[src/design/glt_pkg.sv]
// ----------------------------------------------------------------------------
// glt_pkg
// Shared constants, types and elaboration-time functions for the GELU core.
// ----------------------------------------------------------------------------
package glt_pkg;

    // Default configuration of the core.
    localparam int LUT_ENTRIES_DEF   = 128;
    localparam int SAMPLE_WIDTH_DEF  = 16;
    localparam int FRACTION_BITS_DEF = 11;

    // Coefficients in Q.24: 0.797885 and 0.044715.
    localparam int unsigned COEF_A = 13386289;
    localparam int unsigned COEF_B = 750193;
    localparam int COEF_A_WIDTH = 24;
    localparam int COEF_B_WIDTH = 20;
    localparam int COEF_SHIFT   = 24;

    // Tanh values are unsigned Q.30.
    localparam int Q30_SHIFT    = 30;
    localparam int TANH_WIDTH   = 30;
    localparam int SERIES_TERMS = 20;

    // Stage enables handed to the tanh lookup unit.
    typedef struct packed {
        logic index;
        logic fetch;
        logic blend;
    } glt_stage_en_t;

    // Restoring division, used only while the tanh table is built.
    function automatic longint unsigned glt_udiv(longint unsigned num,
                                                 longint unsigned den);
        longint unsigned rem;
        longint unsigned quo;
        rem = 0;
        quo = 0;
        for (int b = 63; b >= 0; b--) begin
            rem = (rem << 1) | ((num >> b) & 64'd1);
            if (rem >= den) begin
                rem = rem - den;
                quo = quo | (64'd1 << b);
            end
        end
        return quo;
    endfunction

    // Tanh at point i*4/(n-1) in Q.30, from a truncating exp series.
    function automatic logic [TANH_WIDTH-1:0] glt_tanh_entry(int i, int n);
        longint unsigned one;
        longint unsigned s;
        longint unsigned sum;
        longint unsigned term;
        longint unsigned d;
        one  = 64'd1 << Q30_SHIFT;
        s    = glt_udiv(longint'(i) << Q30_SHIFT, longint'(n - 1));
        sum  = one;
        term = one;
        for (int k = 1; k <= SERIES_TERMS; k++) begin
            term = glt_udiv((term * s) >> Q30_SHIFT, longint'(k));
            sum  = sum + term;
        end
        d = glt_udiv(64'd1 << 60, sum);
        for (int r = 0; r < 3; r++) begin
            d = (d * d) >> Q30_SHIFT;
        end
        if (d > one) begin
            d = one;
        end
        return TANH_WIDTH'(glt_udiv((one - d) << Q30_SHIFT, one + d));
    endfunction

endpackage

[src/design/glt_tanh_interp.sv]
// ----------------------------------------------------------------------------
// glt_tanh_interp
// Three-stage tanh magnitude: table index, table fetch, linear blend.
// ----------------------------------------------------------------------------
module glt_tanh_interp import glt_pkg::*; #(
    parameter int LUT_ENTRIES   = LUT_ENTRIES_DEF,
    parameter int FRACTION_BITS = FRACTION_BITS_DEF
) (
    input  logic                      aclk,
    input  glt_stage_en_t             stage_en,
    input  logic [FRACTION_BITS+4:0]  arg,
    output logic [TANH_WIDTH:0]       tanh_mag
);

    localparam int F  = FRACTION_BITS;
    localparam int IW = $clog2(LUT_ENTRIES);
    localparam int FW = F + 2;

    // Constant tanh table.
    logic [TANH_WIDTH-1:0] rom [LUT_ENTRIES];
    for (genvar g = 0; g < LUT_ENTRIES; g++) begin : g_rom
        assign rom[g] = glt_tanh_entry(g, LUT_ENTRIES);
    end

    // Index stage: scale the argument onto the table grid.
    logic [FW+IW-1:0] pos;
    logic [IW-1:0]    idx_raw;
    logic [IW-1:0]    idx_reg;
    logic [FW-1:0]    frac_reg;
    logic             sat_idx_reg;

    assign pos     = (FW+IW)'(arg[FW-1:0]) * (FW+IW)'(LUT_ENTRIES - 1);
    assign idx_raw = pos[FW+IW-1:FW];

    always_ff @(posedge aclk) begin
        if (stage_en.index) begin
            idx_reg     <= (idx_raw > IW'(LUT_ENTRIES - 2)) ? IW'(LUT_ENTRIES - 2) : idx_raw;
            frac_reg    <= pos[FW-1:0];
            sat_idx_reg <= (arg[F+4:FW] != '0);
        end
    end

    // Fetch stage: read both neighbors and form the difference magnitude.
    logic [TANH_WIDTH-1:0] y0;
    logic [TANH_WIDTH-1:0] y1;
    logic [TANH_WIDTH-1:0] y0_reg;
    logic [TANH_WIDTH-1:0] diff_reg;
    logic                  up_reg;
    logic [FW-1:0]         frac_f_reg;
    logic                  sat_f_reg;

    assign y0 = rom[idx_reg];
    assign y1 = rom[idx_reg + IW'(1)];

    always_ff @(posedge aclk) begin
        if (stage_en.fetch) begin
            y0_reg     <= y0;
            up_reg     <= (y1 >= y0);
            diff_reg   <= (y1 >= y0) ? (y1 - y0) : (y0 - y1);
            frac_f_reg <= frac_reg;
            sat_f_reg  <= sat_idx_reg;
        end
    end

    // Blend stage: weight the difference by the fraction.
    logic [FW+TANH_WIDTH-1:0] dprod;
    logic [TANH_WIDTH-1:0]    step;
    logic [TANH_WIDTH:0]      blend;
    logic [TANH_WIDTH:0]      tanh_mag_reg;

    assign dprod = (FW+TANH_WIDTH)'(frac_f_reg) * (FW+TANH_WIDTH)'(diff_reg);
    assign step  = dprod[FW+TANH_WIDTH-1:FW];
    assign blend = up_reg ? ({1'b0, y0_reg} + {1'b0, step})
                          : ({1'b0, y0_reg} - {1'b0, step});

    always_ff @(posedge aclk) begin
        if (stage_en.blend) begin
            if (sat_f_reg || blend > (TANH_WIDTH+1)'(1) << Q30_SHIFT) begin
                tanh_mag_reg <= (TANH_WIDTH+1)'(1) << Q30_SHIFT;
            end else begin
                tanh_mag_reg <= blend;
            end
        end
    end

    assign tanh_mag = tanh_mag_reg;

endmodule

[src/design/gelu_tanh_lut_activation_core.sv]
// ----------------------------------------------------------------------------
// gelu_tanh_lut_activation_core
// GELU in its tanh form on signed fixed-point samples, fully pipelined.
// ----------------------------------------------------------------------------
// The core takes one item per cycle as long as the result side keeps taking
// items. There are ten register stages, each holding at most one multiplier:
// magnitude and sign, square, polynomial, two products for the tanh argument,
// table index, table fetch, interpolation, gain product and output saturation.
// Every stage holds its own valid bit, so bubbles close up under back-pressure
// and a waiting result does not keep new items out while earlier stages have
// room.
module gelu_tanh_lut_activation_core import glt_pkg::*; #(
    parameter int LUT_ENTRIES   = LUT_ENTRIES_DEF,
    parameter int SAMPLE_WIDTH  = SAMPLE_WIDTH_DEF,
    parameter int FRACTION_BITS = FRACTION_BITS_DEF
) (
    input  logic                                aclk,
    input  logic                                aresetn,
    input  logic                                s_tvalid,
    output logic                                s_tready,
    // Fields from bit 0: sample.
    input  logic [((SAMPLE_WIDTH+7)/8)*8-1:0]   s_tdata,
    output logic                                m_tvalid,
    input  logic                                m_tready,
    // Fields from bit 0: activated.
    output logic [((SAMPLE_WIDTH+7)/8)*8-1:0]   m_tdata
);

    localparam int W   = SAMPLE_WIDTH;
    localparam int F   = FRACTION_BITS;
    localparam int TDW = ((SAMPLE_WIDTH + 7) / 8) * 8;
    localparam int NS  = 10;
    localparam int AXW = F + 4;
    localparam int CW  = (W > AXW) ? W : AXW;
    localparam int SQW = F + 7;
    localparam int PW  = F + 2;
    localparam int XW  = F + 5;
    localparam int GW  = TANH_WIDTH + 2;
    localparam int MW  = W + 1;

    // Valid bits and stage readiness, stage 1 nearest the input.
    logic [NS:1] valid_reg;
    logic [NS:1] ready;

    always_comb begin
        ready[NS] = !valid_reg[NS] || m_tready;
        for (int k = NS - 1; k >= 1; k--) begin
            ready[k] = !valid_reg[k] || ready[k+1];
        end
    end

    always_ff @(posedge aclk) begin
        if (!aresetn) begin
            valid_reg <= '0;
        end else begin
            if (ready[1]) begin
                valid_reg[1] <= s_tvalid;
            end
            for (int k = 2; k <= NS; k++) begin
                if (ready[k]) begin
                    valid_reg[k] <= valid_reg[k-1];
                end
            end
        end
    end

    assign s_tready = ready[1];

    // Stage 1: magnitude, sign and clamped tanh operand.
    logic [W-1:0]   raw;
    logic [W-1:0]   ax_in;
    logic [W-1:0]   ax_reg   [1:8];
    logic           neg_reg  [1:8];
    logic [AXW-1:0] axc_reg  [1:3];

    assign raw   = s_tdata[W-1:0];
    assign ax_in = raw[W-1] ? (W'(0) - raw) : raw;

    always_ff @(posedge aclk) begin
        if (ready[1]) begin
            ax_reg[1]  <= ax_in;
            neg_reg[1] <= raw[W-1];
            axc_reg[1] <= (CW'(ax_in) > CW'(8 << F)) ? AXW'(8 << F) : AXW'(ax_in);
        end
    end

    // Carry magnitude, sign and clamped operand down the pipe.
    for (genvar k = 2; k <= 8; k++) begin : g_carry
        always_ff @(posedge aclk) begin
            if (ready[k]) begin
                ax_reg[k]  <= ax_reg[k-1];
                neg_reg[k] <= neg_reg[k-1];
            end
        end
    end

    for (genvar k = 2; k <= 3; k++) begin : g_carry_axc
        always_ff @(posedge aclk) begin
            if (ready[k]) begin
                axc_reg[k] <= axc_reg[k-1];
            end
        end
    end

    // Stage 2: square of the clamped magnitude.
    logic [2*AXW-1:0] sq_prod;
    logic [SQW-1:0]   sq_reg;

    assign sq_prod = (2*AXW)'(axc_reg[1]) * (2*AXW)'(axc_reg[1]);

    always_ff @(posedge aclk) begin
        if (ready[2]) begin
            sq_reg <= sq_prod[F+SQW-1:F];
        end
    end

    // Stage 3: polynomial 1 + 0.044715 * x^2.
    logic [SQW+COEF_B_WIDTH-1:0] b_prod;
    logic [PW-1:0]               poly_reg;

    assign b_prod = (SQW+COEF_B_WIDTH)'(sq_reg) * (SQW+COEF_B_WIDTH)'(COEF_B);

    always_ff @(posedge aclk) begin
        if (ready[3]) begin
            poly_reg <= PW'(1 << F) + PW'(b_prod >> COEF_SHIFT);
        end
    end

    // Stage 4: magnitude times polynomial.
    logic [AXW+PW-1:0] x_prod;
    logic [XW-1:0]     xp_reg;

    assign x_prod = (AXW+PW)'(axc_reg[3]) * (AXW+PW)'(poly_reg);

    always_ff @(posedge aclk) begin
        if (ready[4]) begin
            xp_reg <= x_prod[F+XW-1:F];
        end
    end

    // Stage 5: scale by 0.797885 to form the tanh argument.
    logic [XW+COEF_A_WIDTH-1:0] a_prod;
    logic [XW-1:0]              arg_reg;

    assign a_prod = (XW+COEF_A_WIDTH)'(xp_reg) * (XW+COEF_A_WIDTH)'(COEF_A);

    always_ff @(posedge aclk) begin
        if (ready[5]) begin
            arg_reg <= a_prod[COEF_SHIFT+XW-1:COEF_SHIFT];
        end
    end

    // Stages 6 to 8: tanh magnitude from the table.
    glt_stage_en_t       tanh_en;
    logic [TANH_WIDTH:0] tanh_mag;

    assign tanh_en.index = ready[6];
    assign tanh_en.fetch = ready[7];
    assign tanh_en.blend = ready[8];

    glt_tanh_interp #(
        .LUT_ENTRIES   (LUT_ENTRIES),
        .FRACTION_BITS (FRACTION_BITS)
    ) u_tanh (
        .aclk     (aclk),
        .stage_en (tanh_en),
        .arg      (arg_reg),
        .tanh_mag (tanh_mag)
    );

    // Stage 9: gain times magnitude, rounded half away from zero.
    logic [GW-1:0]   gain;
    logic [W+GW-1:0] m_prod;
    logic [MW-1:0]   mag_reg;
    logic            neg9_reg;

    assign gain   = neg_reg[8] ? (GW'(1) << Q30_SHIFT) - GW'(tanh_mag)
                               : (GW'(1) << Q30_SHIFT) + GW'(tanh_mag);
    assign m_prod = (W+GW)'(ax_reg[8]) * (W+GW)'(gain) + ((W+GW)'(1) << Q30_SHIFT);

    always_ff @(posedge aclk) begin
        if (ready[9]) begin
            mag_reg  <= m_prod[Q30_SHIFT+1+MW-1:Q30_SHIFT+1];
            neg9_reg <= neg_reg[8];
        end
    end

    // Stage 10: saturate, restore the sign and hold for the result side.
    logic [W-1:0] out_reg;
    logic [MW-1:0] neg_mag;

    assign neg_mag = (mag_reg > (MW'(1) << (W - 1))) ? (MW'(1) << (W - 1)) : mag_reg;

    always_ff @(posedge aclk) begin
        if (ready[10]) begin
            if (!neg9_reg) begin
                out_reg <= (mag_reg > MW'((1 << (W - 1)) - 1))
                           ? W'((1 << (W - 1)) - 1) : mag_reg[W-1:0];
            end else begin
                out_reg <= W'(0) - neg_mag[W-1:0];
            end
        end
    end

    assign m_tvalid = valid_reg[NS];
    assign m_tdata  = TDW'(out_reg);

endmodule

[config.mk]
export PLATFORM = sky130hd
export DESIGN_NAME = gelu_tanh_lut_activation_core
export DESIGN_NICKNAME = d
export VERILOG_FILES = /design/src/design/glt_pkg.sv /design/src/design/glt_tanh_interp.sv /design/src/design/gelu_tanh_lut_activation_core.sv
export SDC_FILE = /design/constraint.sdc
export NUM_CORES = 2
export LEC_CHECK = 0
export BUFFER_PORTS_ARGS = -buffer_cell sky130_fd_sc_hd__buf_4
export CAP_MARGIN = 0
export CORE_MARGIN = 2
export CORE_UTILIZATION = 35
export CTS_CLUSTER_DIAMETER = 50
export DETAILED_ROUTE_END_ITERATION = 16
export GPL_TIMING_DRIVEN = 1
export PLACE_DENSITY_LB_ADDON = 0.25
export SETUP_SLACK_MARGIN = 0.15
export SLEW_MARGIN = 20
export SYNTH_ARGS = -nofsm -noshare
export SYNTH_HDL_FRONTEND = slang
export SYNTH_SLANG_ARGS = --single-unit
[constraint.sdc]
create_clock -name aclk -period 23.2 [get_ports aclk]
set_clock_uncertainty 0.2 [all_clocks]
set_input_delay 3.48 -clock aclk [delete_from_list [all_inputs] [get_ports aclk]]
set_output_delay 3.48 -clock aclk [all_outputs]
set_load 0.005 [all_outputs]
After elaboration in Yosys (flattened, before gate mapping)
Memories as Yosys holds them, arrays and structs flattened. Cells that the tools add are included.

Bits in read-only memories: 7680. Logic and storage cells: 109. Memories: 5. Register bits after elaboration: 234. Bits in writable memories: 181. Output and inout bits: 18.

Memories: (no name shown) (depth 128, width 30, rd ports 1, clocked after Yosys merged registers in 0, wr ports 0, RTL line glt_tanh_interp.sv:53) `assign y1 = rom[idx_reg + IW'(1)];`; (no name shown) (depth 128, width 30, rd ports 1, clocked after Yosys merged registers in 0, wr ports 0, RTL line glt_tanh_interp.sv:52) `assign y0 = rom[idx_reg];`; ax_reg (depth 8, width 16, rd ports 8, clocked after Yosys merged registers in 0, wr ports 8, RTL line gelu_tanh_lut_activation_core.sv:72) `logic [W-1:0] ax_reg [1:8];`; axc_reg (depth 3, width 15, rd ports 3, clocked after Yosys merged registers in 0, wr ports 3, RTL line gelu_tanh_lut_activation_core.sv:74) `logic [AXW-1:0] axc_reg [1:3];`; neg_reg (depth 8, width 1, rd ports 8, clocked after Yosys merged registers in 0, wr ports 8, RTL line gelu_tanh_lut_activation_core.sv:73) `logic neg_reg [1:8];`.

Multiplexer cells: 28. Order comparisons: 8. Add/subtract/negate cells: 11. Bitwise logic cells: 2. Reductions and logical operators: 22. $mul: 7.

Operator list (count): two-way mux 30 bit (5); two-way mux 16 bit (4); subtractor 30 bit (2); adder 48 x 31 -> 48 bit, second input constant (1); multiplier 16 x 32 -> 48 bit (1); multiplier 13 x 30 -> 43 bit (1); multiplier 16 x 24 -> 40 bit, second input constant (1); multiplier 18 x 20 -> 37 bit, second input constant (1); adder 31 x 31 -> 32 bit, first input constant (1); two-way mux 32 bit (1); subtractor 1 x 16 -> 16 bit, first input constant (2); subtractor 31 x 31 -> 32 bit, first input constant (1); adder 30 x 30 -> 31 bit (1); greater-than comparator 31 bit, second input constant (1); two-way mux 31 bit (1); subtractor 30 x 30 -> 31 bit (1); >= comparator 30 bit (1); multiplier 15 x 15 -> 29 bit (1); multiplier 15 x 13 -> 27 bit (1); multiplier 13 x 7 -> 20 bit, second input constant (1); greater-than comparator 17 x 15 -> 1 bit, second input constant (1); greater-than comparator 17 x 16 -> 1 bit, second input constant (1); >= comparator 8 bit, second input constant (2); greater-than comparator 16 x 15 -> 1 bit, second input constant (1); other kinds (9) (44).

Longest topological paths before layout
Depth after elaboration: 13. Mapped depth: 39. Depth with buffers taken out: 36.

Cells and area by module
Synthesis repeated with hierarchy kept, for this count alone.

Cell total of the unflattened synthesis: 9088. Area total of the unflattened synthesis: 81567.0 µm².

Modules (own cells, without submodules): gelu_tanh_lut_activation_core (cells each 4603, seq. area each 8548.2 µm², instances 1, area an instance 47256.6 µm²); glt_tanh_interp (cells each 4485, seq. area each 3813.7 µm², instances 1, area an instance 34310.4 µm²).

Least setup slack after synthesis
OpenSTA, ideal clock, no wires.

Path type: flip-flop to flip-flop. Start: register u_tanh.tanh_mag_reg[0] (netlist: u_tanh.tanh_mag[0]). End: register mag_reg[11] (data pin). Data arrival time: 8903 ps. Cell stages (with the launch flop): 34. Setup slack: 13835 ps. Period minus slack after synthesis: 9365 ps. Setup time: 262 ps. Cells stage by stage: edfxtp_1 nor3_1 nand2_1 or3_1 nand2b_1 or4_1 nand2b_1 or4_1 o41ai_1 xnor2_1 clkbuf_1 nand2_1 fa_1 inv_1 fa_1 inv_1 fa_1 fa_1 fa_1 inv_1 fa_1 ha_1 nand3_1 nor4b_1 a211oi_1 nand3_1 o31a_1 a22o_1 o41ai_1 nor2b_1 o21a_1 o21ai_0 a21oi_1 xor2_1.

Longest elaborated chain between the ends: 4. Elaborated cells between the ends (all ways): 5.

Ends and longest elaborated chain: start: declaration (RTL line glt_tanh_interp.sv:69) `logic [TANH_WIDTH:0] tanh_mag_reg;`; start signal: assignment (RTL line glt_tanh_interp.sv:79) `tanh_mag_reg <= (TANH_WIDTH+1)'(1) << Q30_SHIFT;`; start signal: assignment (RTL line glt_tanh_interp.sv:81) `tanh_mag_reg <= blend;`; adder 31 x 31 -> 32 bit / subtractor 31 x 31 -> 32 bit (equally long branches) (RTL line gelu_tanh_lut_activation_core.sv:178, gelu_tanh_lut_activation_core.sv:177); two-way mux 32 bit * (RTL line gelu_tanh_lut_activation_core.sv:177) `assign gain = neg_reg[8] ? (GW'(1) << Q30_SHIFT) - GW'(tanh_mag)`; multiplier 16 x 32 -> 48 bit * (RTL line gelu_tanh_lut_activation_core.sv:179) `assign m_prod = (W+GW)'(ax_reg[8]) * (W+GW)'(gain) + ((W+GW)'(1) << Q30_SHIFT);`; adder 48 x 31 -> 48 bit * (RTL line gelu_tanh_lut_activation_core.sv:179); via m_prod[42] (RTL line gelu_tanh_lut_activation_core.sv:173) `logic [W+GW-1:0] m_prod;`; end signal: assignment (RTL line gelu_tanh_lut_activation_core.sv:183) `mag_reg <= m_prod[Q30_SHIFT+1+MW-1:Q30_SHIFT+1];`; end: declaration (RTL line gelu_tanh_lut_activation_core.sv:174) `logic [MW-1:0] mag_reg;`.

Mark *: on every way through the listed nets, which the timed path passes. The rest lies on a longest branch. A chain may end at the register's enable or synchronous reset.

Worst setup path after layout
Start: register u_tanh.tanh_mag_reg[0] (netlist: u_tanh.tanh_mag[0]). End: register mag_reg[12] (data pin).

Same word-level chain as after synthesis.

==> results.ini <==
[timing]
worst_pin_slew_ns = 1.16
fmax_mhz = 95.0
rsz0062_at_grt = false
hold_viol = 0
slew_headroom_pct = 22.6
slew_viol_final = 0
tns_ns = 0
final.setup.worst_slack_ns = 12.68
setup_violations = 0
fin_crit_sh_pct = 45.4
fin_crit_ns = 10.52

[global_routing]
grt_use_total_pct = 21.6
grt_first_pass_wirelength_mm = 387
grt_max_degree = 156
antenna_found_initial = 10
grt_pass1_vias = 64100
overflow = 0

[routing]
viasPerCell = 5.31
num_vias = 61600
drtPass1Iterations = 6
routed_wl_mm = 249
drt_iter0_drc = 4969
drc_errors = 0
postRouteAntennaNets = 0
routedWlPerCell_um = 21.5

[logic_synthesis]
yosysUniqueCellTypes = 104
yosys.area_share.simple_pct = 14.7
synth_edf_count = 405
yosys.area_share.adder_pct = 44.7
async_flop_share_pct = 0
yosysTopAreaCellShare_pct = 31.3
synth_flop_cell = edfxtp_1
yosys-top-cells-area = fa_1 (31%), edfxtp_1 (15%), ha_1 (13%)
seq_area_frac_synth_pct = 15.6
yosys.area.top_type = fa_1
syn_area_mm2 = 0.0794
synth_top_family_by_area = adder cells
synth_warnings = 0
synth_seq_cells = 415
synth_compound_area_share_pct = 11.9
synth_nets = 10900
synth_mux_area_share_pct = 0.621
syn_inst = 8759
synth_xor_area_share_pct = 2.87
synth_area_per_cell_um2 = 9.07

[clock_tree]
clkSinkCount = 415
htree_levels = 2
post_cts_buffers = 0
cts_made_buffers = 54
clk_pin_slew_ns = 0.06
clockBufferDepth = 3
root_buffer = clkbuf_16
postCtsHoldBufs = 0
clk_latency_ns = 0.70
cts_resized = 0
cts_tree = built

[critical_path]
path_max_fanout = 18
required_ns = 23.42
reg2reg_depth = 33
critical-path-max-stage-delay_ns = 0.77
arrival_ns = 10.74
crit_type = flip-flop to flip-flop
slowest_stage = edfxtp_1
crit_top_cell = fa_1
end_kind = flip-flop
cp-start-kind = flip-flop

[layout]
num-fill-cells = 22800
regArea_mm2 = 0.0124
drive_gt1_share_pct = 4.28
fin_cells = 11600
area_growth_pct = 6.83
multiInputGateArea_mm2 = 0.0596
final_cell_mix = inv_1 (1,573), fa_1 (1,242), nand2_1 (1,111)
largest_register_ffs = 128
final_common_cell = inv_1
final_nets = 10700

[place]
place_congestion = 0.968
dp_slack_ns = 12.64
place_inst = 11500
port_buffers = 37
dp_hpwl_mm = 192

[floorplan]
io_pins = 38
fp.dieH_um = 480
start_util_pct = 35.3
dieArea_mm2 = 0.231
coreArea_mm2 = 0.225
rows = 174
die_w_um = 480

[hold_path]
hold_path.class = flip-flop to flip-flop
hold_depth = 0

[run]
timing.max_cap.violations = 0

[run_status]
outcome = completed

## worst max-delay path, delay by kind of cell (launching register included)
kind                     cells  cell delay [ns]
buffers and inverters        4             0.43
XOR/XNOR                     2             0.30
flip-flops                   1             0.77
AO/OA/AOI/OAI               10             2.58
AND/OR/NAND/NOR             10             2.57
adder cells (fa/ha/maj)      7             3.42
## logic make-up after synthesis
logic type               count (synthesis)
XOR/XNOR                               260
multiplexers                            40
adder cells (fa/ha/maj)               2093
AO/OA/AOI/OAI                         1449
buffers and inverters                 2016
AND/OR/NAND/NOR                       2486
flip-flops                             415
## metrics by stage
step | util (%) | hold WS (ns) | instance area [um2]
6_report | 37.7 | 0.215 | 84800
5_1_grt | 37.7 | 0.222 | 84800
4_1_cts | 37.7 | 0.217 | 84800
3_5_place_dp | 36.9 | 0.205 | 83000
3_3_place_gp | 36.8 | 0.201 | 82900
2_1_floorplan | - | 0.200 | 79400
## path summary, 6_finish.rpt
kind                       from        endpoint  slack, ns
max reg2reg  u_tanh.tanh_mag[0]     mag_reg[12]      12.68
max          u_tanh.tanh_mag[0]     mag_reg[12]      12.68
min reg2reg      axc_reg[0][35]  axc_reg[0][50]       0.22
min              axc_reg[0][35]  axc_reg[0][50]       0.22
## area by class of cell
cell class | instances | area share (%)
clock buffer | 60 | 1.62
sequential | 415 | 14.6
multi-input combinational | 6328 | 70.2
tap | 2992 | 4.41
timing repair buffer | 176 | 1.69
inverter | 1580 | 6.99
clock inverter | 42 | 0.471
antenna | 6 | 0.0177
## routing by layer
metal  vias up  share of wire, %  global-route usage, %
li1      27900                 -                      -
met4         4               3.3                   7.03
met1     31100                45                   30.8
met5         -            0.0084                      0
met3       427               7.0                   3.11
met2      2194                45                   33.6
## cells in the mapped netlist (all sizes together) (58+ instances only)
| cell | instances |
|---|---|
| xor2 | 80 |
| xnor2 | 180 |
| nor3 | 122 |
| nor2b | 63 |
| nor2 | 382 |
| nand2 | 1114 |
| a21oi | 421 |
| edfxtp | 405 |
| a21o | 122 |
| o211ai | 58 |
| buf | 60 |
| nand3 | 101 |
| fa | 1242 |
| o21ai | 319 |
| ha | 851 |
| inv | 1578 |
| and2 | 473 |
| clkbuf | 376 |
Power is not shown: default switching activity piles up to over one toggle a cycle in this logic, so the estimate is an artifact.
